===== src/hdl/esr_pkg.sv =====
package esr_pkg;

	// Table geometry
	localparam int SIGNALS    = 64;
	localparam int SLOTS      = 16;
	localparam int AGENT_BITS = 8;
	localparam int ROW_W      = (SIGNALS > 1) ? $clog2(SIGNALS) : 1;

	// Configuration register widths and indexes
	localparam int SIG_CNT_W  = 7;
	localparam int SLOT_CNT_W = 5;
	localparam int CFG_IDX_W  = 1;
	localparam int CFG_DATA_W = 7;
	localparam logic [CFG_IDX_W-1:0] REG_SIGNALS_IN_USE = 1'd0;
	localparam logic [CFG_IDX_W-1:0] REG_SLOTS_IN_USE   = 1'd1;
	localparam logic [SIG_CNT_W-1:0]  SIGNALS_IN_USE_RST = 7'd64;
	localparam logic [SLOT_CNT_W-1:0] SLOTS_IN_USE_RST   = 5'd0;

	// Command queue between front and back
	localparam int QDEPTH  = 2;
	localparam int QPTR_W  = (QDEPTH > 1) ? $clog2(QDEPTH) : 1;
	localparam int QCNT_W  = $clog2(QDEPTH + 1);

	typedef enum logic [1:0] {
		CMD_SUBSCRIBE   = 2'd0,
		CMD_UNSUBSCRIBE = 2'd1,
		CMD_PUBLISH     = 2'd2,
		CMD_UNUSED      = 2'd3
	} cmd_t;

	typedef enum logic [1:0] {
		STAT_OK          = 2'd0,
		STAT_ALREADY     = 2'd1,
		STAT_ROW_FULL    = 2'd2,
		STAT_OUT_OF_RANGE = 2'd3
	} status_t;

	localparam logic KIND_STATUS   = 1'b0;
	localparam logic KIND_DELIVERY = 1'b1;

	// Work classified by the front
	typedef enum logic [1:0] {
		OP_SUB    = 2'd0,
		OP_UNSUB  = 2'd1,
		OP_PUB    = 2'd2,
		OP_REJECT = 2'd3
	} op_t;

	typedef struct packed {
		cmd_t        cmd;
		logic [5:0]  signal_id;
		logic [7:0]  agent_id;
		logic [15:0] event_handle;
		logic [9:0]  event_size;
	} req_t;

	typedef struct packed {
		logic        kind;
		status_t     status;
		logic [7:0]  target_agent;
		logic [15:0] out_handle;
		logic [9:0]  out_size;
		logic        last;
	} rsp_t;

	typedef struct packed {
		op_t                   op;
		logic [ROW_W-1:0]      row;
		logic [AGENT_BITS-1:0] agent;
		logic [15:0]           handle;
		logic [9:0]            size;
	} op_entry_t;

	// Queue head towards the back
	typedef struct packed {
		logic      valid;
		op_entry_t entry;
	} q_head_t;

	// One table row: a valid bit and an agent per slot
	typedef struct packed {
		logic [SLOTS-1:0]                 valid;
		logic [SLOTS-1:0][AGENT_BITS-1:0] agent;
	} row_t;

endpackage


===== src/hdl/esr_front.sv =====
module esr_front import esr_pkg::*; (
	input  logic                 clk,
	input  logic                 arst_n,
	input  logic                 start,
	output logic                 busy,
	input  req_t                 request,
	input  logic [SIG_CNT_W-1:0] signals_in_use,
	output q_head_t              head,
	input  logic                 pop
);

	op_entry_t         q_mem_q [QDEPTH];
	logic [QPTR_W-1:0] wr_ptr_q;
	logic [QPTR_W-1:0] rd_ptr_q;
	logic [QCNT_W-1:0] count_q;
	logic              accept;
	logic              push;
	logic              in_range;
	op_entry_t         entry;

	assign busy   = (count_q == QCNT_W'(QDEPTH));
	assign accept = start && !busy;

	// Classify the request: unused code is dropped, other commands out of range are rejected
	always_comb begin
		in_range     = (SIG_CNT_W'(request.signal_id) < signals_in_use) &&
		               (int'(request.signal_id) < SIGNALS);
		entry.row    = ROW_W'(request.signal_id);
		entry.agent  = request.agent_id[AGENT_BITS-1:0];
		entry.handle = request.event_handle;
		entry.size   = request.event_size;
		push         = accept;
		unique case (request.cmd)
			CMD_SUBSCRIBE:   entry.op = OP_SUB;
			CMD_UNSUBSCRIBE: entry.op = OP_UNSUB;
			CMD_PUBLISH:     entry.op = OP_PUB;
			default: begin
				entry.op = OP_REJECT;
				push     = 1'b0;
			end
		endcase
		if (!in_range) begin
			entry.op = OP_REJECT;
		end
	end

	// Hold classified requests until the back takes them
	always_ff @(posedge clk or negedge arst_n) begin
		if (!arst_n) begin
			wr_ptr_q <= '0;
			rd_ptr_q <= '0;
			count_q  <= '0;
		end else begin
			if (push) begin
				q_mem_q[wr_ptr_q] <= entry;
				wr_ptr_q          <= wr_ptr_q + 1'b1;
			end
			if (pop) begin
				rd_ptr_q <= rd_ptr_q + 1'b1;
			end
			if (push && !pop) begin
				count_q <= count_q + 1'b1;
			end else if (pop && !push) begin
				count_q <= count_q - 1'b1;
			end
		end
	end

	assign head.valid = (count_q != '0);
	assign head.entry = q_mem_q[rd_ptr_q];

endmodule


===== config.mk =====
export PLATFORM = sky130hd
export DESIGN_NAME = esr_front
export DESIGN_NICKNAME = d
export VERILOG_FILES = /design/src/hdl/esr_pkg.sv /design/src/hdl/esr_front.sv
export SDC_FILE = /design/constraint.sdc
export NUM_CORES = 1
export LEC_CHECK = 0
export ABC_AREA = 1
export BUFFER_PORTS_ARGS = -buffer_cell sky130_fd_sc_hd__buf_4
export CORE_UTILIZATION = 38
export DETAILED_ROUTE_END_ITERATION = 10
export PLACE_DENSITY_LB_ADDON = 0.3
export SYNTH_ARGS = -nofsm -noshare
export SYNTH_HDL_FRONTEND = slang
export SYNTH_SLANG_ARGS = --single-unit
export TNS_END_PERCENT = 1

===== constraint.sdc =====
create_clock -name clk -period 3.9 [get_ports clk]
set_clock_uncertainty 0.15 [all_clocks]
set_input_delay 0.39 -clock clk [delete_from_list [all_inputs] [get_ports clk]]
set_output_delay 0.39 -clock clk [all_outputs]
set_load 0.01 [all_outputs]

==> results of run 1 <==
state kept, by name, summed over array words and instances (netlist names):
| register | cells |
|---|---|
| count_q | 2 |
| wr_ptr_q | 1 |
| rd_ptr_q | 1 |
| q_mem_q | 84 |
cell type report:
class,count,area [um^2]
clock buffer,10,127.6
tap,129,161.4
fill,788,4537
timing repair buffer,104,783.3
multi-input combinational,78,848.3
sequential,88,2624
clock inverter,6,83.83
inverter,20,75.07
per-layer routing:
layer / global-route usage (%) / share of wire (%) / up-vias
met3: 3.795 / 5.3 / 8
met4: 5.995 / 1.8 / 0
li1: - / - / 917
met5: 0 / 0 / -
met1: 13.69 / 40 / 919
met2: 22.39 / 53 / 57
per-stage QoR:
step           hold slack, ps  power [W]  utilization (%)  setup WS, ps
3_3_place_gp            45.76   0.002154            48.50          1667
5_1_grt                 46.84   0.002935            50.90          1200
2_1_floorplan          -55.59   0.001884                -        -240.5
3_5_place_dp            45.25   0.002168            48.50          1656
4_1_cts                 57.17   0.002830            50.90          1272
6_report                79.96   0.002787            50.90          1324
logic make-up (layout without fill, tap and decap cells):
logic type	Yosys count	count (layout)	synth area share (%)
AO/OA/AOI/OAI	2	2	0.2760
XOR/XNOR	3	3	0.7245
buffers and inverters	25	140	4.588
AND/OR/NAND/NOR	25	25	2.967
flip-flops	88	88	72.30
multiplexers	42	42	17.07
adder cells (fa/ha/maj)	6	6	2.070
worst paths after layout:
| kind | to | cells past startpoint | start |
|---|---|---|---|
| max reg2reg | q_mem_q[0][2] | 5 | count_q[0] |
| max | head[41] | 3 | rd_ptr_q |
| min | q_mem_q[1][32] | 1 | request[32] |
| max in group asynchronous | rd_ptr_q | 2 | arst_n |
| min in group asynchronous | count_q[1] | 2 | arst_n |
| min reg2reg | count_q[0] | 1 | count_q[0] |
where the power goes:
part	total (W)	internal (W)	switching (W)	leakage (nW)
Clock	0.000657	0.000358	0.000299	0.0999
Combinational	0.000888	0.000532	0.000356	1.06
Sequential	0.00124	0.00115	0.0000892	0.810
layout by cell type (no fill, tap or decap):
cell / synthesis / routed
edfxtp_1: 84 / 84
xor2_1: 2 / 2
clkbuf_8: 0 / 9
or2_2: 1 / 1
clkinv_1: 0 / 1
nand3_1: 4 / 4
clkinv_2: 0 / 1
buf_4: 0 / 103
ha_1: 6 / 6
clkbuf_1: 0 / 1
nor2_1: 2 / 2
nand2_1: 14 / 14
dlygate4sd3_1: 0 / 1
clkinvlp_4: 0 / 2
xnor2_1: 1 / 1
nor3_1: 3 / 1
nand4_1: 1 / 1
bufinv_16: 0 / 2
nor3_2: 0 / 2
mux2_2: 3 / 3
inv_1: 20 / 20
dfrtp_2: 0 / 1
a21oi_1: 2 / 2
dfrtp_1: 4 / 3
mux2_4: 39 / 39
worst reg2reg max path: stages, from the launching register on:
cell and delay, ps:
dfrtp_1 370, inv_1 80, nand2_1 80, nand3_1 190, nor3_2 200, buf_4 370
==> results.md, run 1 <==
- Status: complete, no violations
- DIE WIDTH: 99.70 um
- Hold_buf cts: 1
- WP buf/inv: 2
- Slowest stage delay, CP: 820 ps
- MaxCap Viol Count: 0
- DRT iter0 DRCs: 56
- Initial antenna violation count: 0
- Final setup fails: 0
- Sequential cell area fraction in the yosys report: 72.30%
- Starting Density: 39.26%
- First-pass GRT wire length: 9142 um
- CP arrival: 2040 ps
- Worst path required time: 3360 ps
- WL final: 5973 um
- CTS Root Cell: clkbuf_8
- Syn_area_per_cell: 18.99 um^2
- Number of port buffers: 96
- Num CTS Buffers: 9
- Yosys top cell area share: 69.54%
- Clk Latency, worst-skew pair: 340 ps
- Clk slew on worst S/H paths: 90 ps
- Achievable frequency: 388.3 MHz
- Final GP Congestion: 0.7270
- Area Growth Syn to Fin: 29.67%
- Total negative slack: 0 ps
- GRT Residual Overflow: 0
- Vias post-DR: 1901
- Top cells by area, synth: edfxtp_1 70%, mux2_4 16%, dfrtp_1 2.8%
- Synth Flop Type: edfxtp_1
- Critical Path Most Common Cell: buf_4
- CTS tree: yes
- Final Cycle Share: 66.04%
- Critical Path End Type: output port
- DIE AREA: 9940 um^2
- Worst-path cell chain: buf_4 -> mux2_2 -> buf_4
- All-Layer GR Usage: 12.60%
- Synth cell count leaders: 84 x edfxtp_1, 39 x mux2_4, 20 x inv_1, 14 x nand2_1, 6 x ha_1
- Antenna cells: 0
- Yosys Warn Count: 0
- Tmin final: 2576 ps
- Hold/Removal Path Class: primary input to register
- Per-cell routed wire length: 13.73 um
- Largest delay contributor family on the critical path: flip-flops
- Static Leakage: 1.969 nW
- HPWL after detailed placement: 4198 um
- Relative slew slack: 54.27%
- Clock sinks: 88
- Share of cells above drive strength 1: 53.27%
- Final hold viol count: 0
- I/O Pins: 97
- Cell area after layout: 4703 um^2
- Cells after DPL: 418
- Post-Layout Cell Count: 435
- PD cells: 592.5 nW/um^2
- Area leader, netlist: edfxtp_1
- Slew @ Worst Pin: 686.0 ps
- Synth Net Count: 250
- R2R Setup Slk: 2120 ps
- Post-DP Area: 4482 um^2
- Worst path slowest cell: dfrtp_2
- Pin count of the biggest net entering global routing: 28
- Row cnt: 35
- Die Height: 99.70 um
- Vias in the first global route: 1952
- H-tree depth: 3
- CP Class: register to output port
- Post-CTS Resized: 0
- Placeable Area: 9240 um^2
- Asr flop ratio synth: 4.545%
- Max-slew violation count: 0
- DRC: 0
- Worst-path maximum fanout: 22
- Antenna-violating nets left: 0
- CP Launch Type: register
- Mapped Area: 3627 um^2
- Post-synth EDFFs: 84
- Vias per std cell: 4.370
- Cells after Synth: 191
- Most frequent cell after synthesis: edfxtp_1
- RSZ-0062 raised after global routing: no
- Worst IR drop on VDD: 0.0002104 V
- Synth cell types: 17
- Setup Buffers After CTS: 0
- #FFs+latches synth: 88
- Clock buffer depth: 2
- Detailed Routing Iterations Pass 1: 3
- Nets@finish: 360
No activity file was read; power rests on OpenSTA's default activity.
==> inputs of run 2 (changes only) <==
- ABC_AREA: 1 -> 0
- clock period: 3.9 -> 2.26 ns (I/O delays scaled with it)
==> results.md, run 2 <==
- Starting Density: 39.12%
- Sw Pwr: 0.001291 W
- R2R Setup Slk: 350 ps
- Detailed Routing Iterations Pass 1: 4
- Met2 Resource Use GR: 22.64%
- #FFs+latches synth: 88
- Worst Reg-to-Reg Cells: 4
- Number of port buffers: 96
- Antenna cells: 0
- Pin count of the biggest net entering global routing: 28
- Final hold viol count: 0
- Largest register by flop count: q_mem_q
- Vias per std cell: 4.528
- Worst path required time: 1880 ps
- Sw Ratio: 27.68%
- Combinational Power Share: 30.1%
- Sequential cell area fraction in the yosys report: 76.86%
- Biggest regs: q_mem_q (84), count_q (2)
- Initial antenna violation count: 0
- Static Leakage: 1.913 nW
- Clock sinks: 88
- Slew @ Worst Pin: 369.0 ps
- DRT iter0 DRCs: 73
- Reg power frac: 43.9%
- Critical Path Most Common Cell: buf_4
- CP Launch Type: register
- Num CTS Buffers: 9
- Syn_area_per_cell: 20.19 um^2
- I/O Pins: 97
- DIE WIDTH: 96.76 um
- CTS tree: yes
- Most used routing layer: met2
- Synth Flop Type: edfxtp_1
- Die Height: 96.76 um
- Relative slew slack: 75.40%
- Max-slew violation count: 0
- CP arrival: 1590 ps
- Antenna-violating nets left: 0
- Vias in the first global route: 2041
- DRC: 0
- Top cells by area, synth: edfxtp_1 74%, mux2_1 13%, dfrtp_1 2.9%
- Final GP Congestion: 0.7257
- Worst-path maximum fanout: 27
- Nets@finish: 378
- Hold/Removal Path Class: primary input to async pin
- H-tree depth: 3
- Clock buffer depth: 2
- Post-DP Area: 4267 um^2
- Worst R2R Start: count_q[1]
- Post-synth EDFFs: 84
- Max FFs per register: 84
- Setup Buffers After CTS: 0
- Met1 Use GR: 16.96%
- Achievable frequency: 509.3 MHz
- MaxCap Viol Count: 0
- Clk slew on worst S/H paths: 90 ps
- Met3 Usage GRT: 5.491%
- Area leader, netlist: edfxtp_1
- Commonest non-fill, non-tap cell in the layout: buf_4
- First-pass GRT wire length: 9798 um
- Worst-path cell chain: buf_4 -> mux2_2 -> buf_4
- Clk Latency, worst-skew pair: 340 ps
- GRT Residual Overflow: 0
- Status: complete, no violations
- Yosys Warn Count: 0
- Share of cells above drive strength 1: 39.51%
- Yosys top cell area share: 73.93%
- DIE AREA: 9362 um^2
- Placeable Area: 8721 um^2
- PD cells: 947.6 nW/um^2
- Synth Net Count: 228
- Slowest stage delay, CP: 400 ps
- Cells after Synth: 169
- Row cnt: 34
- WHS: 63.94 ps
- Cell area after layout: 4921 um^2
- Asr flop ratio synth: 4.545%
- Clk pwr share: 25.9%
- CP Class: register to output port
- Most frequent cells in the layout: 102 x buf_4, 84 x edfxtp_1, 42 x dlygate4sd3_1, 39 x mux2_1, 9 x clkbuf_8
- WL final: 6179 um
- Pint: 0.003372 W
- All-Layer GR Usage: 13.72%
- Worst IR drop on VDD: 0.0005373 V
- Vias post-DR: 1956
- Mapped Area: 3412 um^2
- Worst R2R End: q_mem_q[0][4]
- Synth cell count leaders: 84 x edfxtp_1, 39 x mux2_1, 7 x inv_1, 6 x ha_1
- Area Growth Syn to Fin: 44.22%
- Critical Path End Type: output port
- Synth cell types: 23
- HPWL after detailed placement: 4004 um
- Per-cell routed wire length: 14.30 um
- Worst path slowest cell: mux2_2
- RSZ-0062 raised after global routing: no
- Most frequent cell after synthesis: edfxtp_1
- Tmin final: 1964 ps
- CTS Root Cell: clkbuf_8
- Final Cycle Share: 86.89%
- Final setup fails: 0
## run 2: cell count changes in the layout (fill, tap and decap cells not counted), moves of 2 or more
cell / previous run / this run
nand2_1: 14 / 0
dlygate4sd3_1: 1 / 42
inv_1: 20 / 7
o21ai_0: 0 / 3
mux2_4: 39 / 0
nand3_1: 4 / 0
inv_6: 0 / 3
xor2_1: 2 / 4
mux2_1: 0 / 39
nor3_2: 2 / 0
## run 2: what timing repair did
| action | CTS | global route |
|---|---|---|
| resized for setup | 0 | 0 |
| hold buffers | 42 | 0 |
| endpoints found under the hold margin | 85 | 0 |
## run 2: critical path, delay by kind of cell (launching register included)
kind                   cells  cell delay (ps)
buffers and inverters      2              490
DFF                        1              360
muxes                      1              400
## run 2: worst max path at each step
stage	slack, ps	startpoint	end	cells past startpoint
floorplan	-160	count_q[1]	q_mem_q[0][0]	3
global placement	420	count_q[1]	q_mem_q[0][2]	4
detailed placement	370	count_q[1]	q_mem_q[1][12]	4
CTS	240	rd_ptr_q	head[1]	3
global route	180	rd_ptr_q	head[25]	3
finish	300	rd_ptr_q	head[1]	3
## run 2: power by group through the flow
stage	logic (W)	clock network (W)	registers [W]
after floorplan	0.000787	0	0.00207
after global placement	0.00137	0	0.00207
after detailed placement	0.00137	0	0.00208
after CTS	0.00144	0.00125	0.00205
after global routing	0.00153	0.00130	0.00207
final	0.00141	0.00121	0.00205
## run 2: cell type report
| cell class | instances | area [um^2] |
|---|---|---|
| Fill cell | 686 | 3800 |
| Sequential cell | 88 | 2624 |
| Timing Repair Buffer | 144 | 1186 |
| Multi-Input combinational cell | 69 | 715.7 |
| Tap cell | 108 | 135.1 |
| Clock buffer | 9 | 123.9 |
| Clock inverter | 7 | 110.1 |
| Inverter | 7 | 26.28 |
## run 2: kinds of logic after synthesis
logic type	synth area share, %
fa+ha+maj	2.200
compound gates	2.090
simple gates	1.467
xor+xnor	1.283
flops	76.86
mux	13.86
buf+inv	2.237
## run 2: layer usage
metal	up-vias	share of wire (%)	wire length (um)
li1	952	-	-
met1	919	44	2718
met2	82	49	3020
met3	3	7.0	432
met4	0	0.13	8
met5	-	0	0
## run 2: stage by stage
stage	worst slack (ps)	setup TNS (ps)	total power [W]	cells	utilization (%)
after floorplan	-160.5	-6743	0.002855	169	-
after global placement	415.9	0	0.003443	374	48.92
after detailed placement	366.8	0	0.003455	374	48.92
after CTS	237.3	0	0.004740	432	56.43
after global routing	183.8	0	0.004896	432	56.43
final	296.3	0	0.004663	432	56.43
==> inputs of run 3 (changes only) <==
- CORE_ASPECT_RATIO: not set -> 0.5
==> results.md, run 3 (synthesis gave the netlist of run 2 again) <==
- Status: finished with violations
- Failing checks: design-rule violations
- CTS Root Cell: clkbuf_16
- Vias in the first global route: 2129
- Max-slew violation count: 0
- CP Launch Type: register
- Biggest regs: q_mem_q (84), count_q (2)
- Antenna-violating nets left: 0
- GRT Residual Overflow: 0
- Vias post-DR: 1967
- Worst-path cell chain: buf_4 -> mux2_1 -> buf_4
- All-Layer GR Usage: 14.79%
- Die Height: 69.01 um
- H-tree depth: 3
- Reg power frac: 42.4%
- MaxCap Viol Count: 0
- Worst Reg-to-Reg Cells: 4
- Critical Path End Type: output port
- Tot Pwr: 0.004844 W
- Max FFs per register: 84
- Nets@finish: 378
- Clk Latency, worst-skew pair: 320 ps
- PnR worst setup slack: 332.0 ps
- Critical Path Most Common Cell: buf_4
- Slowest stage delay, CP: 390 ps
- Static Leakage: 1.938 nW
- R2R Setup Slk: 510 ps
- DRC: 1
- CP startpoint: rd_ptr_q
- CTS tree: yes
- Clk slew on worst S/H paths: 60 ps
- Relative slew slack: 77.37%
- WHS: 92.03 ps
- WL final: 6337 um
- Antenna cells: 0
- Worst-path maximum fanout: 25
- Clock sinks: 88
- Final Cycle Share: 85.31%
- Sw Ratio: 25.90%
- Worst path required time: 1880 ps
- I/O Pins: 97
- Starting Density: 39.18%
- Tmin final: 1928 ps
- Most frequent cells in the layout: 100 x buf_4, 84 x edfxtp_1, 42 x dlygate4sd3_1, 39 x mux2_1, 9 x clkbuf_16
- Per-cell routed wire length: 14.40 um
- Sw Pwr: 0.001254 W
- Final setup fails: 0
- Clk pwr share: 28.6%
- Hold/Removal Path Class: primary input to register
- Largest register by flop count: q_mem_q
- Vias per std cell: 4.470
- Worst R2R End: q_mem_q[0][20]
- Placeable Area: 8708 um^2
- First-pass GRT wire length: 10320 um
- WP buf/inv: 2
- Detailed Routing Iterations Pass 1: 8
- Initial antenna violation count: 0
- CP Class: register to output port
- RSZ-0062 raised after global routing: no
- Combinational Power Share: 29.0%
- Largest delay contributor family on the critical path: buffers and inverters
- Pre-CTS worst setup slack: 515.2 ps
- Critical Path End: head[40]
- Row cnt: 24
- Slew @ Worst Pin: 339.5 ps
- Pint: 0.003589 W
- Final GP Congestion: 0.7528
- Worst IR drop on VDD: 0.0004786 V
- CP arrival: 1550 ps
- Num CTS Buffers: 9
- Number of port buffers: 96
- Area Growth Syn to Fin: 46.61%
- Final hold viol count: 0
- Post-CTS Resized: 0
- HPWL after detailed placement: 4074 um
- Worst R2R Start: count_q[1]
- Clock buffer depth: 2
- PD cells: 968.3 nW/um^2
- Achievable frequency: 518.7 MHz
- Pin count of the biggest net entering global routing: 32
- DRT iter0 DRCs: 84
- Commonest non-fill, non-tap cell in the layout: buf_4
- DIE AREA: 9385 um^2
- Worst path slowest cell: mux2_1
- DIE WIDTH: 136.0 um
- Share of cells above drive strength 1: 38.39%
- Critical path depth in cells: 3
## run 3: cell count changes in the layout (fill, tap and decap cells not counted), sizes merged
cell,previous run,this run
inv,10,7
clkbuf,9,11
bufinv,2,1
clkinv,1,2
## run 3: layer usage
metal  GRT usage, %  routed length (um)
met1          16.58                2586
met4          5.556                  53
met5              0                   0
met2          26.06                3432
met3          4.857                 264
## run 3: what timing repair did
action / CTS / global route
hold buffers: 42 / 0
endpoints found under the hold margin: 85 / 0
buffers inserted: 0 / 0
## run 3: tightest hold or removal path: cells and delay by family
family,cells,cell delay [ps]
XOR/XNOR,1,130
buffers and inverters,1,100
AO/OA/AOI/OAI,1,70
## run 3: how the worst min path moves through the flow
stage / from / end / slack [ps] / cells past startpoint
2_1_floorplan: arst_n / count_q[0] / -220 / 0
3_3_place_gp: arst_n / count_q[1] / -120 / 1
3_5_place_dp: arst_n / count_q[1] / -120 / 1
4_1_cts: arst_n / rd_ptr_q / 70 / 2
5_1_grt: request[40] / wr_ptr_q / 90 / 3
6_report: request[40] / wr_ptr_q / 90 / 3
## run 3: final cells by class
| cell class | instances | area [um^2] |
|---|---|---|
| fillers | 694 | 3706 |
| well taps | 117 | 146.4 |
| repair buffers | 144 | 1211 |
| multi-input cells | 69 | 715.7 |
| clock buffers | 11 | 232.7 |
| inverters | 7 | 26.28 |
| clock inverters | 4 | 46.29 |
| flip-flops and latches | 88 | 2624 |
## run 3: metrics by stage
step / instances / area, um^2 / util [%] / TNS, ps
2_1_floorplan: 169 / 3413 / - / -6743
3_3_place_gp: 383 / 4303 / 49.41 / 0
3_5_place_dp: 383 / 4303 / 49.41 / 0
4_1_cts: 440 / 5002 / 57.44 / 0
5_1_grt: 440 / 5002 / 57.44 / 0
6_report: 440 / 5002 / 57.44 / 0
## run 3: power by group through the flow
stage	Sequential, W	Clock (W)	Combinational [W]
after global placement	0.00208	0	0.00136
final	0.00205	0.00139	0.00140
after detailed placement	0.00209	0	0.00137
after global routing	0.00207	0.00149	0.00151
after CTS	0.00205	0.00143	0.00144
after floorplan	0.00207	0	0.000787
